## src/sv/lkdw_pkg.sv

```systemverilog
// Shared constants, types and the byte folding table of the k-distinct window unit.
package lkdw_pkg;

   localparam int MAX_LEN     = 4096;
   localparam int ALPHABET    = 256;
   localparam int CHAR_W      = 8;
   localparam int CHAR_VALUES = 1 << CHAR_W;
   localparam int TARGET_W    = 9;
   localparam int LEN_W       = 13;
   localparam int SYM_W       = (ALPHABET > 1) ? $clog2(ALPHABET) : 1;
   localparam int POS_W       = $clog2(MAX_LEN + 1);
   localparam int ADDR_W      = $clog2(MAX_LEN);
   localparam int CNT_W       = POS_W;
   localparam int DIST_W      = $clog2(ALPHABET + 1);
   localparam int QUEUE_DEPTH = 4;
   localparam int QPTR_W      = $clog2(QUEUE_DEPTH);
   localparam int QCNT_W      = $clog2(QUEUE_DEPTH + 1);
   localparam logic [TARGET_W-1:0] TARGET_RESET = TARGET_W'(1);

   typedef logic [SYM_W-1:0] fold_lut_type [CHAR_VALUES];

   // One classified byte on its way from the front end to the back end.
   typedef struct packed {
      logic [SYM_W-1:0] sym;
      logic             is_last;
      logic             keep;
   } lkdw_item_type;

   typedef enum logic [2:0] {
      BK_IDLE,
      BK_ADD,
      BK_EV_RD,
      BK_EV_CNT,
      BK_OUT
   } lkdw_back_state_type;

   function automatic fold_lut_type build_fold_lut();
      fold_lut_type lut;
      for (int i = 0; i < CHAR_VALUES; i++) begin
         lut[i] = SYM_W'(i % ALPHABET);
      end
      return lut;
   endfunction

   localparam fold_lut_type FOLD_LUT = build_fold_lut();

endpackage

```

## src/sv/lkdw_channels.sv

```systemverilog
// Valid/ready channel interfaces for the byte input and the result output.
interface lkdw_req_if;
   logic                         valid;
   logic                         ready;
   logic [lkdw_pkg::CHAR_W-1:0]  char_in;
   logic                         is_last;

   modport source (output valid, output char_in, output is_last, input ready);
   modport sink   (input valid, input char_in, input is_last, output ready);
endinterface


```

## src/sv/lkdw_front.sv

```systemverilog
// Front end: accepts bytes, folds them and marks those past the length limit.
module lkdw_front (
   input  logic                    clock,
   input  logic                    reset,
   lkdw_req_if.sink                req_if,
   output logic                    push_valid,
   output lkdw_pkg::lkdw_item_type push_item,
   input  logic                    push_ready
);
   import lkdw_pkg::*;

   logic [POS_W-1:0] pos_ff;
   logic [POS_W-1:0] pos_in;
   logic             keep;

   assign keep          = (pos_ff < POS_W'(MAX_LEN));
   assign req_if.ready  = push_ready;
   assign push_valid    = req_if.valid;
   assign push_item.sym = FOLD_LUT[req_if.char_in];
   assign push_item.is_last = req_if.is_last;
   assign push_item.keep    = keep;

   always_comb begin
      pos_in = pos_ff;
      if (req_if.valid && push_ready) begin
         if (req_if.is_last) begin
            pos_in = '0;
         end else if (keep) begin
            pos_in = pos_ff + POS_W'(1);
         end
      end
   end

   always_ff @(posedge clock) begin
      if (reset) begin
         pos_ff <= '0;
      end else begin
         pos_ff <= pos_in;
      end
   end

endmodule

```

## src/flat_wrapper.sv

```systemverilog
// flat-port wrapper written by rule: the top's interface ports become plain ports
module lkdw_front_flat import lkdw_pkg::*;
  (clock, reset, push_valid, push_item, push_ready, req_if_valid, req_if_char_in, req_if_is_last, req_if_ready);
  lkdw_req_if req_if_i ();
  input  logic clock;
  input  logic reset;
  output logic push_valid;
  output lkdw_pkg::lkdw_item_type push_item;
  input  logic push_ready;
  input wire logic [$bits(req_if_i.valid)-1:0] req_if_valid;
  input wire logic [$bits(req_if_i.char_in)-1:0] req_if_char_in;
  input wire logic [$bits(req_if_i.is_last)-1:0] req_if_is_last;
  output wire logic [$bits(req_if_i.ready)-1:0] req_if_ready;
  assign req_if_i.valid = req_if_valid;
  assign req_if_i.char_in = req_if_char_in;
  assign req_if_i.is_last = req_if_is_last;
  assign req_if_ready = req_if_i.ready;
  lkdw_front u_core (.clock(clock), .reset(reset), .req_if(req_if_i), .push_valid(push_valid), .push_item(push_item), .push_ready(push_ready));
endmodule
```

## config.mk

```make
export PLATFORM = sky130hd
export DESIGN_NAME = lkdw_front_flat
export DESIGN_NICKNAME = d
export VERILOG_FILES = /design/src/sv/lkdw_pkg.sv /design/src/sv/lkdw_channels.sv /design/src/sv/lkdw_front.sv /design/src/flat_wrapper.sv
export SDC_FILE = /design/constraint.sdc
export NUM_CORES = 1
export LEC_CHECK = 0
export ABC_AREA = 1
export BUFFER_PORTS_ARGS = -buffer_cell sky130_fd_sc_hd__buf_2
export CORE_MARGIN = 3
export CORE_UTILIZATION = 40
export DETAILED_ROUTE_END_ITERATION = 12
export GPL_ROUTABILITY_DRIVEN = 0
export HOLD_SLACK_MARGIN = 0.02
export PLACE_DENSITY = 0.66
export SLEW_MARGIN = 20
export SYNTH_ARGS = -nofsm -noshare
export SYNTH_HDL_FRONTEND = slang
export SYNTH_SLANG_ARGS = --single-unit
```

## constraint.sdc

```tcl
create_clock -name clock -period 2.6 [get_ports clock]
set_clock_uncertainty 0.2 [all_clocks]
set_input_delay 0.39 -clock clock [delete_from_list [all_inputs] [get_ports clock]]
set_output_delay 0.39 -clock clock [all_outputs]
set_load 0.05 [all_outputs]
```

==> flow_summary.json <==
{
  "synth_commonest_cells": "23 x nor2_1, 20 x nand2_1, 13 x dfxtp_1",
  "largest_reg_flops": 13,
  "synthTopCellsByArea": "dfxtp_1 35%, buf_4 12%, nor2_1 11%, nand2_1 10%, nand3_1 6.0%",
  "cts_max_path_buffers": 2,
  "netlist_instances": 113,
  "layout-drive-gt1-share": 0.1339,
  "crit_fanout": 4,
  "async_flop_share": 0,
  "dr.pass1.iters": 4,
  "yosysWarnings": 0,
  "clockRootBuffer": "clkbuf_4",
  "start_kind": "register",
  "cap_violations": 0,
  "die_h_um": 49.36,
  "drc": 0,
  "period_minus_slack_ns": 1.591,
  "ios": 25,
  "htreeDepth": 1,
  "final_antenna_net_count": 0,
  "cpPeakStageDelay_ns": 0.43,
  "avgSynthCellArea_um2": 6.655,
  "synth_most_common_cell": "nor2_1",
  "dpl.hpwl_um": 1056,
  "outcome": "finished clean",
  "total_power_uw": 358.4,
  "p_per_area_nw_per_um2": 475.1,
  "setup_violations": 0,
  "fin_ws_ns": 1.009,
  "grt_pass1_wl_um": 2297,
  "dr_total_vias": 668,
  "cts_setup_buffers": 0,
  "viasPerCell": 4.876,
  "synthesis.nets": 127,
  "start_util": 0.4308,
  "synth.distinct_cells": 21,
  "nNetsFinal": 127,
  "n_antenna_cell": 0,
  "max_flop_register": "u_core.pos_ff",
  "track_usage": 0.1227,
  "hold_class": "input pin to register",
  "die_x_um": 49.36,
  "insertion_delay_ns": 0.27,
  "cts_resized": 0,
  "synth_top_area_share": 0.3461,
  "vdd_drop_max_uv": 242.9,
  "crit_chain": "inv_1, buf_2",
  "grt.overflow.total": 0,
  "cts_sinks": 13,
  "crit_path_end_kind": "primary output",
  "antenna_found_initial": 0,
  "clkSlewWorstSetupHoldPaths_ns": 0.08,
  "setup_tns_ns": 0,
  "rsz0062_at_grt": "false",
  "wl_per_cell_um": 10.04,
  "pre_cts_slack_ns": 1.055,
  "report.final.hold_viol_count": 0,
  "drtIter0Drc": 9,
  "seq_area_frac_synth": 0.3461,
  "ys_ff_latch": 13,
  "max_slew_margin": 0.8105,
  "cts_tree": "built",
  "crit_required_ns": 2.01,
  "worst_path_max_delay_cell": "dfxtp_1",
  "syn_to_final_growth_pct": 0.3329,
  "synth.largest_area_cell": "dfxtp_1",
  "grt_pass1_vias": 584,
  "io_buffers": 8,
  "routed_wl_um": 1375,
  "period_share": 0.6120,
  "critical_path_class": "register to primary output",
  "syn_area_um2": 752.0,
  "synth_edf_count": 0,
  "grt_max_degree": 12,
  "coreArea_um2": 1745,
  "cts_buffers": 3,
  "dieArea_um2": 2436,
  "fmax_ghz": 0.6285,
  "reg_top3": "u_core.pos_ff: 13 flops",
  "p_leak_uw": 0.0002795,
  "synth_ff_type": "dfxtp_1",
  "maxSlewViolCount": 0,
  "tightest_slew_ns": 0.2840,
  "postCtsHoldBufs": 0,
  "fin_hold_ws_ns": 0.07464,
  "rows": 15,
  "critPathArrivalTime_ns": 1.00
}
cells in the final DEF, fill, tap and decap left out:
cell      synthesis  layout
a21oi_1           5       5
dfxtp_1          13      13
buf_2             1       8
o21ai_0           7       7
nor2_1           23      23
o21ai_1           1       1
clkinv_1          1       1
nand3_1           9       9
nor2_2            1       1
nand2_1          20      20
nor3_1            1       1
inv_1            10      10
nand2_2           1       1
a21oi_4           1       1
ha_1              1       1
nand4_1           1       1
o21bai_1          1       1
inv_2             1       1
nor3b_1           1       1
clkbuf_1          0       1
clkbuf_4          0       3
a31oi_1           2       2
stage by stage:
step | instance area, µm² | std cells | utilization
finish | 754.5 | 137 | 0.4323
global route | 754.5 | 137 | 0.4323
CTS | 754.5 | 137 | 0.4323
detailed placement | 728.2 | 133 | 0.4172
global placement | 728.2 | 133 | 0.4172
floorplan | 752.0 | 113 | -
power by group:
part / total, µW / internal, µW / switching (µW)
Sequential: 202 / 200 / 1.55
Combinational: 32.2 / 9.02 / 23.2
Clock: 124 / 59.4 / 65.0
Total: 358 / 269 / 89.8
logic make-up after synthesis:
family | synth area share
and+or+nand+nor | 0.3161
buffers and inverters | 0.1864
DFF | 0.3461
adders and majority gates | 0.01664
AOI/OAI and AO/OA | 0.1348
area by class of cell:
cell class | count | area, µm²
inverters | 12 | 45.04
well taps | 25 | 31.28
clock buffers | 4 | 26.28
flip-flops and latches | 13 | 260.3
repair buffers | 8 | 40.04
fillers | 191 | 991.0
multi-input cells | 75 | 351.6
worst paths after layout:
path	end	slack [ns]	start	depth (start not counted)
min	u_core.pos_ff[1]	0.07	reset	2
max reg2reg	u_core.pos_ff[10]	1.08	u_core.pos_ff[0]	6
min reg2reg	u_core.pos_ff[9]	0.29	u_core.pos_ff[9]	2
max	push_item[0]	1.01	u_core.pos_ff[12]	2
metal layers:
layer / part of all wire / GRT usage / up-vias / routed length (µm)
li1: - / - / 350 / -
met1: 0.45 / 0.1359 / 295 / 622
met2: 0.47 / 0.2009 / 21 / 640
met3: 0.065 / 0.03058 / 2 / 90
met4: 0.015 / 0.09005 / 0 / 21
met5: 0 / 0 / - / 0
worst max-delay path: cells and delay by family (launching register included):
family | cells | cell delay, ns
flops | 1 | 0.43
buf+inv | 2 | 0.29
Note: power is estimated with default switching activity, not from simulation.
