File: config.mk
export PLATFORM = sky130hd
export DESIGN_NAME = lkdw_queue
export DESIGN_NICKNAME = d
export VERILOG_FILES = /design/src/sv/lkdw_pkg.sv /design/src/sv/lkdw_queue.sv
export SDC_FILE = /design/constraint.sdc
export NUM_CORES = 1
export LEC_CHECK = 0
export BUFFER_PORTS_ARGS = -buffer_cell sky130_fd_sc_hd__buf_2
export CAP_MARGIN = 20
export CORE_MARGIN = 2
export CORE_UTILIZATION = 41
export CTS_CLUSTER_DIAMETER = 100
export DETAILED_ROUTE_END_ITERATION = 10
export MAX_ROUTING_LAYER = met4
export PLACE_DENSITY = 0.61
export SLEW_MARGIN = 20
export SYNTH_ARGS = -nofsm -noshare
export SYNTH_HDL_FRONTEND = slang
export SYNTH_SLANG_ARGS = --single-unit
File: constraint.sdc
create_clock -name clock -period 2.3 [get_ports clock]
set_clock_uncertainty 0.05 [all_clocks]
set_input_delay 0.575 -clock clock [delete_from_list [all_inputs] [get_ports clock]]
set_output_delay 0.575 -clock clock [all_outputs]
set_load 0.02 [all_outputs]
File: src/sv/lkdw_pkg.sv
// Shared constants, types and the byte folding table of the k-distinct window unit.
package lkdw_pkg;

   localparam int MAX_LEN     = 4096;
   localparam int ALPHABET    = 256;
   localparam int CHAR_W      = 8;
   localparam int CHAR_VALUES = 1 << CHAR_W;
   localparam int TARGET_W    = 9;
   localparam int LEN_W       = 13;
   localparam int SYM_W       = (ALPHABET > 1) ? $clog2(ALPHABET) : 1;
   localparam int POS_W       = $clog2(MAX_LEN + 1);
   localparam int ADDR_W      = $clog2(MAX_LEN);
   localparam int CNT_W       = POS_W;
   localparam int DIST_W      = $clog2(ALPHABET + 1);
   localparam int QUEUE_DEPTH = 4;
   localparam int QPTR_W      = $clog2(QUEUE_DEPTH);
   localparam int QCNT_W      = $clog2(QUEUE_DEPTH + 1);
   localparam logic [TARGET_W-1:0] TARGET_RESET = TARGET_W'(1);

   typedef logic [SYM_W-1:0] fold_lut_type [CHAR_VALUES];

   // One classified byte on its way from the front end to the back end.
   typedef struct packed {
      logic [SYM_W-1:0] sym;
      logic             is_last;
      logic             keep;
   } lkdw_item_type;

   typedef enum logic [2:0] {
      BK_IDLE,
      BK_ADD,
      BK_EV_RD,
      BK_EV_CNT,
      BK_OUT
   } lkdw_back_state_type;

   function automatic fold_lut_type build_fold_lut();
      fold_lut_type lut;
      for (int i = 0; i < CHAR_VALUES; i++) begin
         lut[i] = SYM_W'(i % ALPHABET);
      end
      return lut;
   endfunction

   localparam fold_lut_type FOLD_LUT = build_fold_lut();

endpackage

File: src/sv/lkdw_queue.sv
// Small FIFO of classified bytes between the front end and the back end.
module lkdw_queue (
   input  logic                    clock,
   input  logic                    reset,
   input  logic                    push_valid,
   input  lkdw_pkg::lkdw_item_type push_item,
   output logic                    push_ready,
   output logic                    pop_valid,
   output lkdw_pkg::lkdw_item_type pop_item,
   input  logic                    pop_ready
);
   import lkdw_pkg::*;

   lkdw_item_type       slot_ff [QUEUE_DEPTH];
   logic [QPTR_W-1:0]   wr_ptr_ff;
   logic [QPTR_W-1:0]   rd_ptr_ff;
   logic [QCNT_W-1:0]   fill_ff;
   logic                push_go;
   logic                pop_go;

   assign push_ready = (fill_ff != QCNT_W'(QUEUE_DEPTH));
   assign pop_valid  = (fill_ff != '0);
   assign pop_item   = slot_ff[rd_ptr_ff];
   assign push_go    = push_valid && push_ready;
   assign pop_go     = pop_valid && pop_ready;

   always_ff @(posedge clock) begin
      if (push_go) begin
         slot_ff[wr_ptr_ff] <= push_item;
      end
   end

   always_ff @(posedge clock) begin
      if (reset) begin
         wr_ptr_ff <= '0;
         rd_ptr_ff <= '0;
         fill_ff   <= '0;
      end else begin
         if (push_go) begin
            wr_ptr_ff <= wr_ptr_ff + QPTR_W'(1);
         end
         if (pop_go) begin
            rd_ptr_ff <= rd_ptr_ff + QPTR_W'(1);
         end
         if (push_go && !pop_go) begin
            fill_ff <= fill_ff + QCNT_W'(1);
         end else if (pop_go && !push_go) begin
            fill_ff <= fill_ff - QCNT_W'(1);
         end
      end
   end

endmodule

==> flow_metrics.env, run 1 <==
export IMPL_cp_arrival_ns=1.56
export IMPL_path_class="register to output pin"
export IMPL_switchingPower_mw=0.7361
export IMPL_p_seq_frac=0.487
export IMPL_post_place_cells=181
export IMPL_numPortBuffers=25
export IMPL_rrSetupSlack_ns=0.12
export IMPL_drt_pass1_iter_count=4
export IMPL_tns_ns=0
export IMPL_synth_seq_cells=49
export IMPL_muxShareOfSynthArea=0.1350
export IMPL_grtUsageTotal=0.1377
export IMPL_synth_top_cells_by_count="40 x edfxtp_1, 10 x mux4_2, 9 x dfxtp_1"
export IMPL_synth_xor_area_share=0.01817
export IMPL_place_congestion=0.6687
export IMPL_finish_utilization=0.5023
export IMPL_synth_top_area_share=0.6230
export IMPL_synth_ff_type="edfxtp_1"
export IMPL_cts_made_buffers=5
export IMPL_final_max_slew_viol_count=0
export IMPL_netlist_area_um2=1928
export IMPL_stdcell_area_um2=2232
export IMPL_reg2reg_depth=7
export IMPL_die_area_um2=5267
export IMPL_fin_cells=189
export IMPL_fp_dieH_um=72.58
export IMPL_hold_class="primary input to register"
export IMPL_start_kind="register"
export IMPL_hold_viol=0
export IMPL_clk_pin_slew_worst_paths_ns=0.08
export IMPL_synth_nets=120
export IMPL_peakVddDrop_uv=428.2
export IMPL_core_area_um2=4444
export IMPL_grt_pass1_vias=1058
export IMPL_wl_per_cell_um=16.49
export IMPL_clkPwrFrac=0.198
export IMPL_period_needed_ns=2.187
export IMPL_required_ns=1.67
export IMPL_initialDrtViolationCount=33
export IMPL_synth_seq_area_share=0.7164
export IMPL_period_share=0.9508
export IMPL_finalSetupViolations=0
export IMPL_nets=156
export IMPL_initial_core_util=0.4338
export IMPL_power_frac_comb=0.315
export IMPL_async_flop_share=0
export IMPL_dp_final_hpwl_um=2123
export IMPL_status="complete, no violations"
export IMPL_yosys_top_cells_area="edfxtp_1 62%, mux4_2 12%, dfxtp_1 9.3%, ha_1 3.2%, xor2_1 1.8%"
export IMPL_globalRouteOverflowTotal=0
export IMPL_die_w_um=72.58
export IMPL_crit_fanout=10
export IMPL_vias=995
export IMPL_cts_max_level=2
export IMPL_swShare=0.3100
export IMPL_grt_max_degree=15
export IMPL_grt_setup_unrepaired="false"
export IMPL_tritoncts="yes"
export IMPL_drcViolationCount=0
export IMPL_synth_distinct_cells=24
export IMPL_syn_to_final_growth_pct=15.77
export IMPL_p_total_mw=2.374
export IMPL_synth_most_common_cell="edfxtp_1"
export IMPL_drt_vias_per_instance=5.265
export IMPL_cts_resized_gates=0
export IMPL_crit_reg2reg_launch="fill_ff[1]"
export IMPL_drv_cap=0
export IMPL_wirelength_um=3117
export IMPL_cts_max_path_buffers=2
export IMPL_synthAdderAreaFrac=0.04283
export IMPL_cts_hold_buffers=0
export IMPL_fp_row_count=24
export IMPL_synth_cells=100
export IMPL_worstSetupEndpointType="output pin"
export IMPL_crit_end="pop_item[7]"
export IMPL_fmax_mhz=457.3
export IMPL_p_int_mw=1.638
export IMPL_r2r_end="fill_ff[2]"
export IMPL_p_leak_nw=0.8135
export IMPL_cts_sinks=49
export IMPL_synth_area_leader_cell="edfxtp_1"
export IMPL_syn_area_per_cell_um2=19.28
export IMPL_ys_warn_count=0
export IMPL_final_antenna_net_count=0
export IMPL_drive_gt1_frac=0.3869
export IMPL_antenna_found_initial=0
export IMPL_synth_compound_area_frac=0.02596
export IMPL_synth_simple_area_share=0.04543
export IMPL_grt_pass1_wl_um=5043
export IMPL_ios=26
export IMPL_clk_latency_ns=0.29
export IMPL_tightest_slew_ns=0.3380
export IMPL_synth_top_family_by_area="multiplexers"
export IMPL_dpl_cell_area_um2=2151
export IMPL_maxSlewHeadroom=0.7711
export IMPL_diodes=0
export IMPL_post_cts_setup_buffers=0
export IMPL_synth_edff_count=40
export IMPL_clockRootBuffer="clkbuf_8"
export IMPL_powerDensity_nw_per_um2=1064
## sequential cells by signal, summed over array words and instances (netlist names), named ones only
name and cells:
fill_ff 3, rd_ptr_ff 2, slot_ff 40, wr_ptr_ff 2
## kinds of logic after synthesis
family | count (synthesis)
muxes | 13
AOI/OAI and AO/OA | 5
and+or+nand+nor | 17
buffers and inverters | 6
adders and majority gates | 6
DFF | 49
xor gates and xnor gates | 4
## per-layer routing
layer / share of wire / up-vias / GRT usage / wire (µm)
met5: 0 / - / - / 0
met4: 0.017 / 0 / 0.05967 / 52
met3: 0.045 / 5 / 0.04834 / 141
met2: 0.53 / 23 / 0.2232 / 1645
met1: 0.41 / 513 / 0.1545 / 1277
li1: - / 454 / - / -
## final cells by class
| cell class | count | area (µm²) |
|---|---|---|
| Inverter | 3 | 11.26 |
| Tap cell | 52 | 65.06 |
| Fill cell | 375 | 2212 |
| Timing Repair Buffer | 32 | 177.7 |
| Sequential cell | 49 | 1381 |
| Clock inverter | 1 | 5.005 |
| Multi-Input combinational cell | 45 | 515.5 |
| Clock buffer | 7 | 76.32 |
## power by group through the flow
stage                     registers, mW  logic (mW)  clock network (mW)
after CTS                          1.16       0.762               0.489
final                              1.16       0.747               0.470
after detailed placement           1.18       0.760                   0
after global placement             1.17       0.736                   0
after global routing               1.17       0.817               0.519
after floorplan                    1.16       0.549                   0
## worst max-delay path, cell delays in order, from the launching register on
cell and delay [ns]:
dfxtp_1 0.32, buf_4 0.23, mux4_2 0.54, buf_2 0.17
## cell usage in the layout (no fill, tap or decap), drive strengths merged
master  count
nor2        8
o21ai       1
a21oi       1
mux2        1
edfxtp     40
nand2       1
mux4       10
ha          5
inv         3
o311ai      1
xor2        4
mux2i       2
a21boi      1
clkbuf      7
clkinv      1
dfxtp       9
buf        32
or3         2
and2        4
nand2b      2
o31ai       1
fa          1
## how the worst min path moves through the flow
stage,startpoint,end,slack [ns],cells past startpoint
4_1_cts,push_item[7],slot_ff[1][7],0.43,1
3_5_place_dp,rd_ptr_ff[0],register,0.48,2
5_1_grt,push_item[0],slot_ff[1][0],0.42,1
2_1_floorplan,wr_ptr_ff[1],wr_ptr_ff[1],0.43,2
3_3_place_gp,wr_ptr_ff[1],wr_ptr_ff[1],0.45,2
6_report,push_item[7],slot_ff[1][7],0.44,1
## metrics by stage
stage          hold WS [ns]  worst slack [ns]
6_report             0.4385            0.1131
5_1_grt              0.4221          0.004488
4_1_cts              0.4281           0.07967
3_5_place_dp         0.4762           0.06468
3_3_place_gp         0.4480            0.1939
2_1_floorplan        0.4320            0.2051
Power figures use the tool's default switching activity.
==> run 2, diff against run 1 <==
--- a/config.mk
+++ b/config.mk
@@ -5,14 +5,17 @@
 export SDC_FILE = /design/constraint.sdc
 export NUM_CORES = 1
 export LEC_CHECK = 0
+export ABC_AREA = 1
 export BUFFER_PORTS_ARGS = -buffer_cell sky130_fd_sc_hd__buf_2
 export CAP_MARGIN = 20
+export CORE_ASPECT_RATIO = 1.75
 export CORE_MARGIN = 2
 export CORE_UTILIZATION = 41
 export CTS_CLUSTER_DIAMETER = 100
 export DETAILED_ROUTE_END_ITERATION = 10
 export MAX_ROUTING_LAYER = met4
 export PLACE_DENSITY = 0.61
+export RECOVER_POWER = 100
 export SLEW_MARGIN = 20
 export SYNTH_ARGS = -nofsm -noshare
 export SYNTH_HDL_FRONTEND = slang
==> run 2 against run 1 <==
Net effect: final area is the same; total power is 0.93% higher; via count up 29%; largest cell class unchanged; highest routed layer unchanged.
==> flow_metrics.env, run 2 <==
export IMPL_ios=26
export IMPL_core_area_um2=4666
export IMPL_vias=1281
export IMPL_numPortBuffers=25
export IMPL_initial_core_util=0.4264
export IMPL_nets=217
export IMPL_cts_sinks=49
export IMPL_drv_cap=0
export IMPL_drcViolationCount=0
export IMPL_synth_edff_count=40
export IMPL_grt_pass1_wl_um=5947
export IMPL_place_congestion=0.7466
export IMPL_path_class="register to output pin"
export IMPL_final_antenna_net_count=0
export IMPL_final_common_cell="edfxtp_1"
export IMPL_p_leak_nw=0.8260
export IMPL_drt_pass1_iter_count=4
export IMPL_clk_latency_ns=0.30
export IMPL_dp_final_hpwl_um=2624
export IMPL_antenna_found_initial=0
export IMPL_cts_hold_buffers=0
export IMPL_largestRegisters="slot_ff x40, fill_ff x3"
export IMPL_synth_distinct_cells=20
export IMPL_cp_top_family="buffers and inverters"
export IMPL_grt_max_degree=21
export IMPL_p_total_mw=2.396
export IMPL_crit_buf_inv=2
export IMPL_fp_row_count=33
export IMPL_cp_slowest_cell="dfxtp_1"
export IMPL_drive_gt1_frac=0.1364
export IMPL_maxSlewHeadroom=0.5439
export IMPL_cp_arrival_ns=1.60
export IMPL_die_area_um2=5447
export IMPL_finish_utilization=0.4784
export IMPL_synth_top_area_share=0.6038
export IMPL_cts_max_path_buffers=2
export IMPL_wl_per_cell_um=14.49
export IMPL_top_register="slot_ff"
export IMPL_synth_ff_type="edfxtp_1"
export IMPL_tns_ns=0
export IMPL_initialDrtViolationCount=58
export IMPL_cts_made_buffers=5
export IMPL_synth_nets=185
export IMPL_finalSetupViolations=0
export IMPL_period_needed_ns=2.221
export IMPL_required_ns=1.67
export IMPL_die_w_um=56.66
export IMPL_grt_pass1_vias=1355
export IMPL_crit_chain="inv_1 > o21ai_0 > o22ai_1 > clkbuf_2"
export IMPL_worstSetupEndpointType="output pin"
export IMPL_clk_pin_slew_worst_paths_ns=0.08
export IMPL_async_flop_share=0
export IMPL_clockRootBuffer="clkbuf_8"
export IMPL_syn_to_final_growth_pct=12.20
export IMPL_synth_cells=165
export IMPL_netlist_area_um2=1989
export IMPL_crit_fanout=11
export IMPL_grtUsageTotal=0.1522
export IMPL_powerDensity_nw_per_um2=1073
export IMPL_syn_area_per_cell_um2=12.06
export IMPL_layout_cells_most_common_list="40 x edfxtp_1, 34 x nor2_1, 21 x o21ai_0"
export IMPL_cts_max_level=2
export IMPL_slowest_delay_ns=0.43
export IMPL_fill_cells=439
export IMPL_diodes=0
export IMPL_start_kind="register"
export IMPL_peakVddDrop_uv=603.9
export IMPL_synth_top_cells_by_count="40 x edfxtp_1, 33 x nor2_1, 21 x o21ai_0"
export IMPL_period_share=0.9656
export IMPL_final_max_slew_viol_count=0
export IMPL_tritoncts="yes"
export IMPL_drt_vias_per_instance=5.124
export IMPL_yosys_top_cells_area="edfxtp_1 60%, dfxtp_1 9.1%, nor2_1 6.2%, o21ai_0 5.3%, ha_1 3.1%"
export IMPL_ys_warn_count=0
export IMPL_hold_viol=0
export IMPL_hold_class="primary input to register"
export IMPL_fp_dieH_um=96.15
export IMPL_fmax_mhz=450.3
export IMPL_grt_setup_unrepaired="false"
export IMPL_timing_hold_ws_ns=0.4386
export IMPL_tightest_slew_ns=0.6841
export IMPL_synth_seq_area_share=0.6943
export IMPL_status="complete, no violations"
export IMPL_synth_seq_cells=49
export IMPL_synth_most_common_cell="edfxtp_1"
export IMPL_globalRouteOverflowTotal=0
export IMPL_largest_register_ffs=40
export IMPL_wirelength_um=3623
export IMPL_synth_area_leader_cell="edfxtp_1"
run 2: cell types whose count changed after synthesis, moves of 3 or more:
cell     change
o22ai_1     +10
and2_1       -4
xor2_1       -3
inv_1       +11
mux4_2      -10
nand2_4      +4
nand2_1      +9
nand3_1      +4
o21ai_0     +20
nor2_1      +26
run 2: worst register-to-register path, delay by kind of cell (launching register included):
kind / cells / cell delay, ns
compound gates: 1 / 0.17
fa+ha+maj: 2 / 0.62
buf+inv: 2 / 0.17
flops: 1 / 0.35
simple gates: 4 / 0.61
run 2: power by group:
group	internal [mW]	switching (mW)	total, mW
logic	0.242	0.521	0.763
clock network	0.210	0.267	0.477
registers	1.09	0.0694	1.16
run 2: cells by family (layout without fill, tap and decap cells):
group,after synthesis,after routing,synth area share
simple gates,54,54,0.1264
fa+ha+maj,6,6,0.04151
flops,49,49,0.6943
buf+inv,21,54,0.04151
compound gates,34,34,0.09182
xor+xnor,1,1,0.004403
run 2: path summary, 6_finish.rpt:
kind / slack [ns] / start / to / cells past startpoint
max: 0.08 / register / pop_item[5] / 4
min reg2reg: 0.47 / rd_ptr_ff[1] / rd_ptr_ff[1] / 2
min: 0.44 / reset / rd_ptr_ff[0] / 2
max reg2reg: 0.21 / fill_ff[1] / fill_ff[1] / 9
run 2: repair_timing:
| action | CTS | global route |
|---|---|---|
| setup endpoints to repair | 0 | 2 |
| buffers inserted | 0 | 0 |
| hold endpoints to repair | 0 | 0 |
| gates resized for setup | 0 | 1 |
run 2: routing by layer:
metal / track usage / vias up / share of wire
met5: - / - / 0
met4: 0.07738 / 0 / 0.030
met3: 0.03360 / 9 / 0.034
met2: 0.2820 / 26 / 0.57
met1: 0.1451 / 617 / 0.36
li1: - / 629 / -
run 2: through the flow:
stage | std cells | setup WS [ns] | cell area (µm²)
floorplan | 165 | 0.5440 | 1989
global placement | 242 | 0.4123 | 2195
detailed placement | 242 | 0.3674 | 2195
CTS | 250 | 0.06101 | 2281
global route | 250 | 0.01222 | 2232
finish | 250 | 0.07913 | 2232
run 2: layout make-up:
| class | instances | area, µm² | share of cell area |
|---|---|---|---|
| flip-flops and latches | 49 | 1381 | 0.6188 |
| multi-input cells | 95 | 503.0 | 0.2253 |
| repair buffers | 30 | 132.6 | 0.05942 |
| clock buffers | 5 | 68.82 | 0.03083 |
| well taps | 52 | 65.06 | 0.02915 |
| inverters | 16 | 63.81 | 0.02859 |
| clock inverters | 3 | 17.52 | 0.007848 |
==> run 3, diff against run 2 <==
--- a/config.mk
+++ b/config.mk
@@ -8,7 +8,7 @@
 export ABC_AREA = 1
 export BUFFER_PORTS_ARGS = -buffer_cell sky130_fd_sc_hd__buf_2
 export CAP_MARGIN = 20
-export CORE_ASPECT_RATIO = 1.75
+export CORE_ASPECT_RATIO = 0.75
 export CORE_MARGIN = 2
 export CORE_UTILIZATION = 41
 export CTS_CLUSTER_DIAMETER = 100
==> run 3 against run 2 <==
Net effect: global-route usage hardly changed; clock power is 2% lower; routed wire length is 0.80% higher; final area is 0.56% higher; critical endpoint is now pop_item[9]; highest routed layer unchanged.
==> flow_metrics.env, run 3 (same netlist as run 2, synthesis figures left out) <==
export IMPL_status="complete, no violations"
export IMPL_initial_core_util=0.4351
export IMPL_ios=26
export IMPL_r2r_end="fill_ff[1]"
export IMPL_setup_slack_ns=0.1318
export IMPL_rrSetupSlack_ns=0.19
export IMPL_period_share=0.9427
export IMPL_hold_depth=2
export IMPL_nets=219
export IMPL_multi_input_area_um2=503.0
export IMPL_required_ns=1.67
export IMPL_layout_area_seq_um2=1381
export IMPL_finalSetupViolations=0
export IMPL_start_kind="register"
export IMPL_slowest_delay_ns=0.39
export IMPL_dpl_cell_area_um2=2216
export IMPL_grt_max_degree=21
export IMPL_crit_chain="clkinvlp_4 > o21ai_0 > o22ai_1 > buf_2"
export IMPL_grtUsageTotal=0.1521
export IMPL_tns_ns=0
export IMPL_diodes=0
export IMPL_die_area_um2=5431
export IMPL_layout_cells_most_common_list="40 x edfxtp_1, 34 x nor2_1, 21 x o21ai_0"
export IMPL_globalRouteOverflowTotal=0
export IMPL_die_w_um=84.44
export IMPL_cts_sinks=49
export IMPL_crit_buf_inv=2
export IMPL_maxSlewHeadroom=0.5524
export IMPL_clockRootBuffer="clkbuf_8"
export IMPL_dp_final_hpwl_um=2600
export IMPL_peakVddDrop_uv=439.5
export IMPL_post_place_ws_ns=0.3498
export IMPL_powerDensity_nw_per_um2=1065
export IMPL_grt_pass1_wl_um=5865
export IMPL_fp_row_count=21
export IMPL_final_antenna_net_count=0
export IMPL_clk_latency_ns=0.29
export IMPL_largestRegisters="slot_ff x40, fill_ff x3"
export IMPL_post_place_cells=249
export IMPL_p_total_mw=2.391
export IMPL_largest_register_ffs=40
export IMPL_tritoncts="yes"
export IMPL_worstHoldStart="rd_ptr_ff[0]"
export IMPL_fill_cells=431
export IMPL_tightest_slew_ns=0.6714
export IMPL_fin_cells=257
export IMPL_final_max_slew_viol_count=0
export IMPL_worstSetupEndpointType="output pin"
export IMPL_initialDrtViolationCount=77
export IMPL_fp_dieH_um=64.33
export IMPL_drcViolationCount=0
export IMPL_cp_top_family="buffers and inverters"
export IMPL_drt_pass1_iter_count=4
export IMPL_cp_arrival_ns=1.54
export IMPL_core_area_um2=4572
export IMPL_clk_pin_slew_worst_paths_ns=0.08
export IMPL_antenna_found_initial=0
export IMPL_wirelength_um=3652
export IMPL_crit_fanout=20
export IMPL_top_register="slot_ff"
export IMPL_drv_cap=0
export IMPL_crit_reg2reg_launch="fill_ff[1]"
export IMPL_cts_max_level=2
export IMPL_reg2reg_depth=9
export IMPL_grt_pass1_vias=1242
export IMPL_hold_viol=0
export IMPL_place_congestion=0.7169
export IMPL_period_needed_ns=2.168
export IMPL_cts_hold_buffers=0
export IMPL_numPortBuffers=25
export IMPL_p_leak_nw=0.8306
export IMPL_fmax_mhz=461.2
export IMPL_drt_vias_per_instance=4.946
export IMPL_drive_gt1_frac=0.1300
export IMPL_syn_to_final_growth_pct=12.83
export IMPL_path_depth=4
export IMPL_final_common_cell="edfxtp_1"
export IMPL_cp_slowest_cell="dfxtp_1"
export IMPL_wl_per_cell_um=14.21
export IMPL_cts_max_path_buffers=2
export IMPL_stdcell_area_um2=2245
export IMPL_hold_class="register to register"
export IMPL_cts_made_buffers=5
export IMPL_vias=1271
export IMPL_grt_setup_unrepaired="true"
export IMPL_path_class="register to output pin"
## run 3: changes by cell type in the layout (fill, tap and decap cells not counted), sizes merged
cell,before,now
buf,6,8
clkinvlp,2,1
clkbuf,29,31
clkinv,2,1
## run 3: worst reg2reg max path, stage by stage, from the launching register on
cell     delay, ns
dfxtp_1       0.34
nor2_1        0.31
nand2_4       0.11
nand2_1       0.16
inv_1         0.10
ha_1          0.21
inv_1         0.08
fa_1          0.40
o21ai_0       0.19
nor2_1        0.05
## run 3: metrics by stage
stage                     hold slack [ns]    util
after global routing               0.4457  0.4910
after global placement             0.4286  0.4847
after detailed placement           0.4394  0.4847
final                              0.4515  0.4910
after CTS                          0.4220  0.5025
after floorplan                    0.4085       -
## run 3: routing by layer
layer,wire (µm),global-route usage
met1,1651,0.1838
met2,1834,0.2401
met3,148,0.05039
met4,17,0.05754
met5,0,-
## run 3: area by class of cell
cell class,instances,share of cell area
Clock buffer,7,0.03400
Clock inverter,1,0.002230
Inverter,16,0.02843
Multi-Input combinational cell,95,0.2241
Sequential cell,49,0.6154
Tap cell,57,0.03177
Timing Repair Buffer,32,0.06410
## run 3: where the power goes
part / switching [mW] / internal [mW]
Clock: 0.253 / 0.213
Combinational: 0.528 / 0.245
Sequential: 0.0647 / 1.09
Total: 0.846 / 1.54
## run 3: worst max path at each step
stage	startpoint	endpoint	slack [ns]
final	register	pop_item[9]	0.13
after global placement	push_valid	fill_ff[2]	0.42
after detailed placement	push_valid	fill_ff[2]	0.35
after CTS	register	pop_item[9]	0.08
after floorplan	fill_ff[1]	fill_ff[1]	0.54
after global routing	register	pop_item[9]	-0.02
## run 3: what timing repair did
action | 4_1_cts | 5_1_grt
gates resized for setup | 0 | 1
hold endpoints to repair | 0 | 0
endpoints found under the setup margin | 0 | 6
setup buffers | 0 | 0
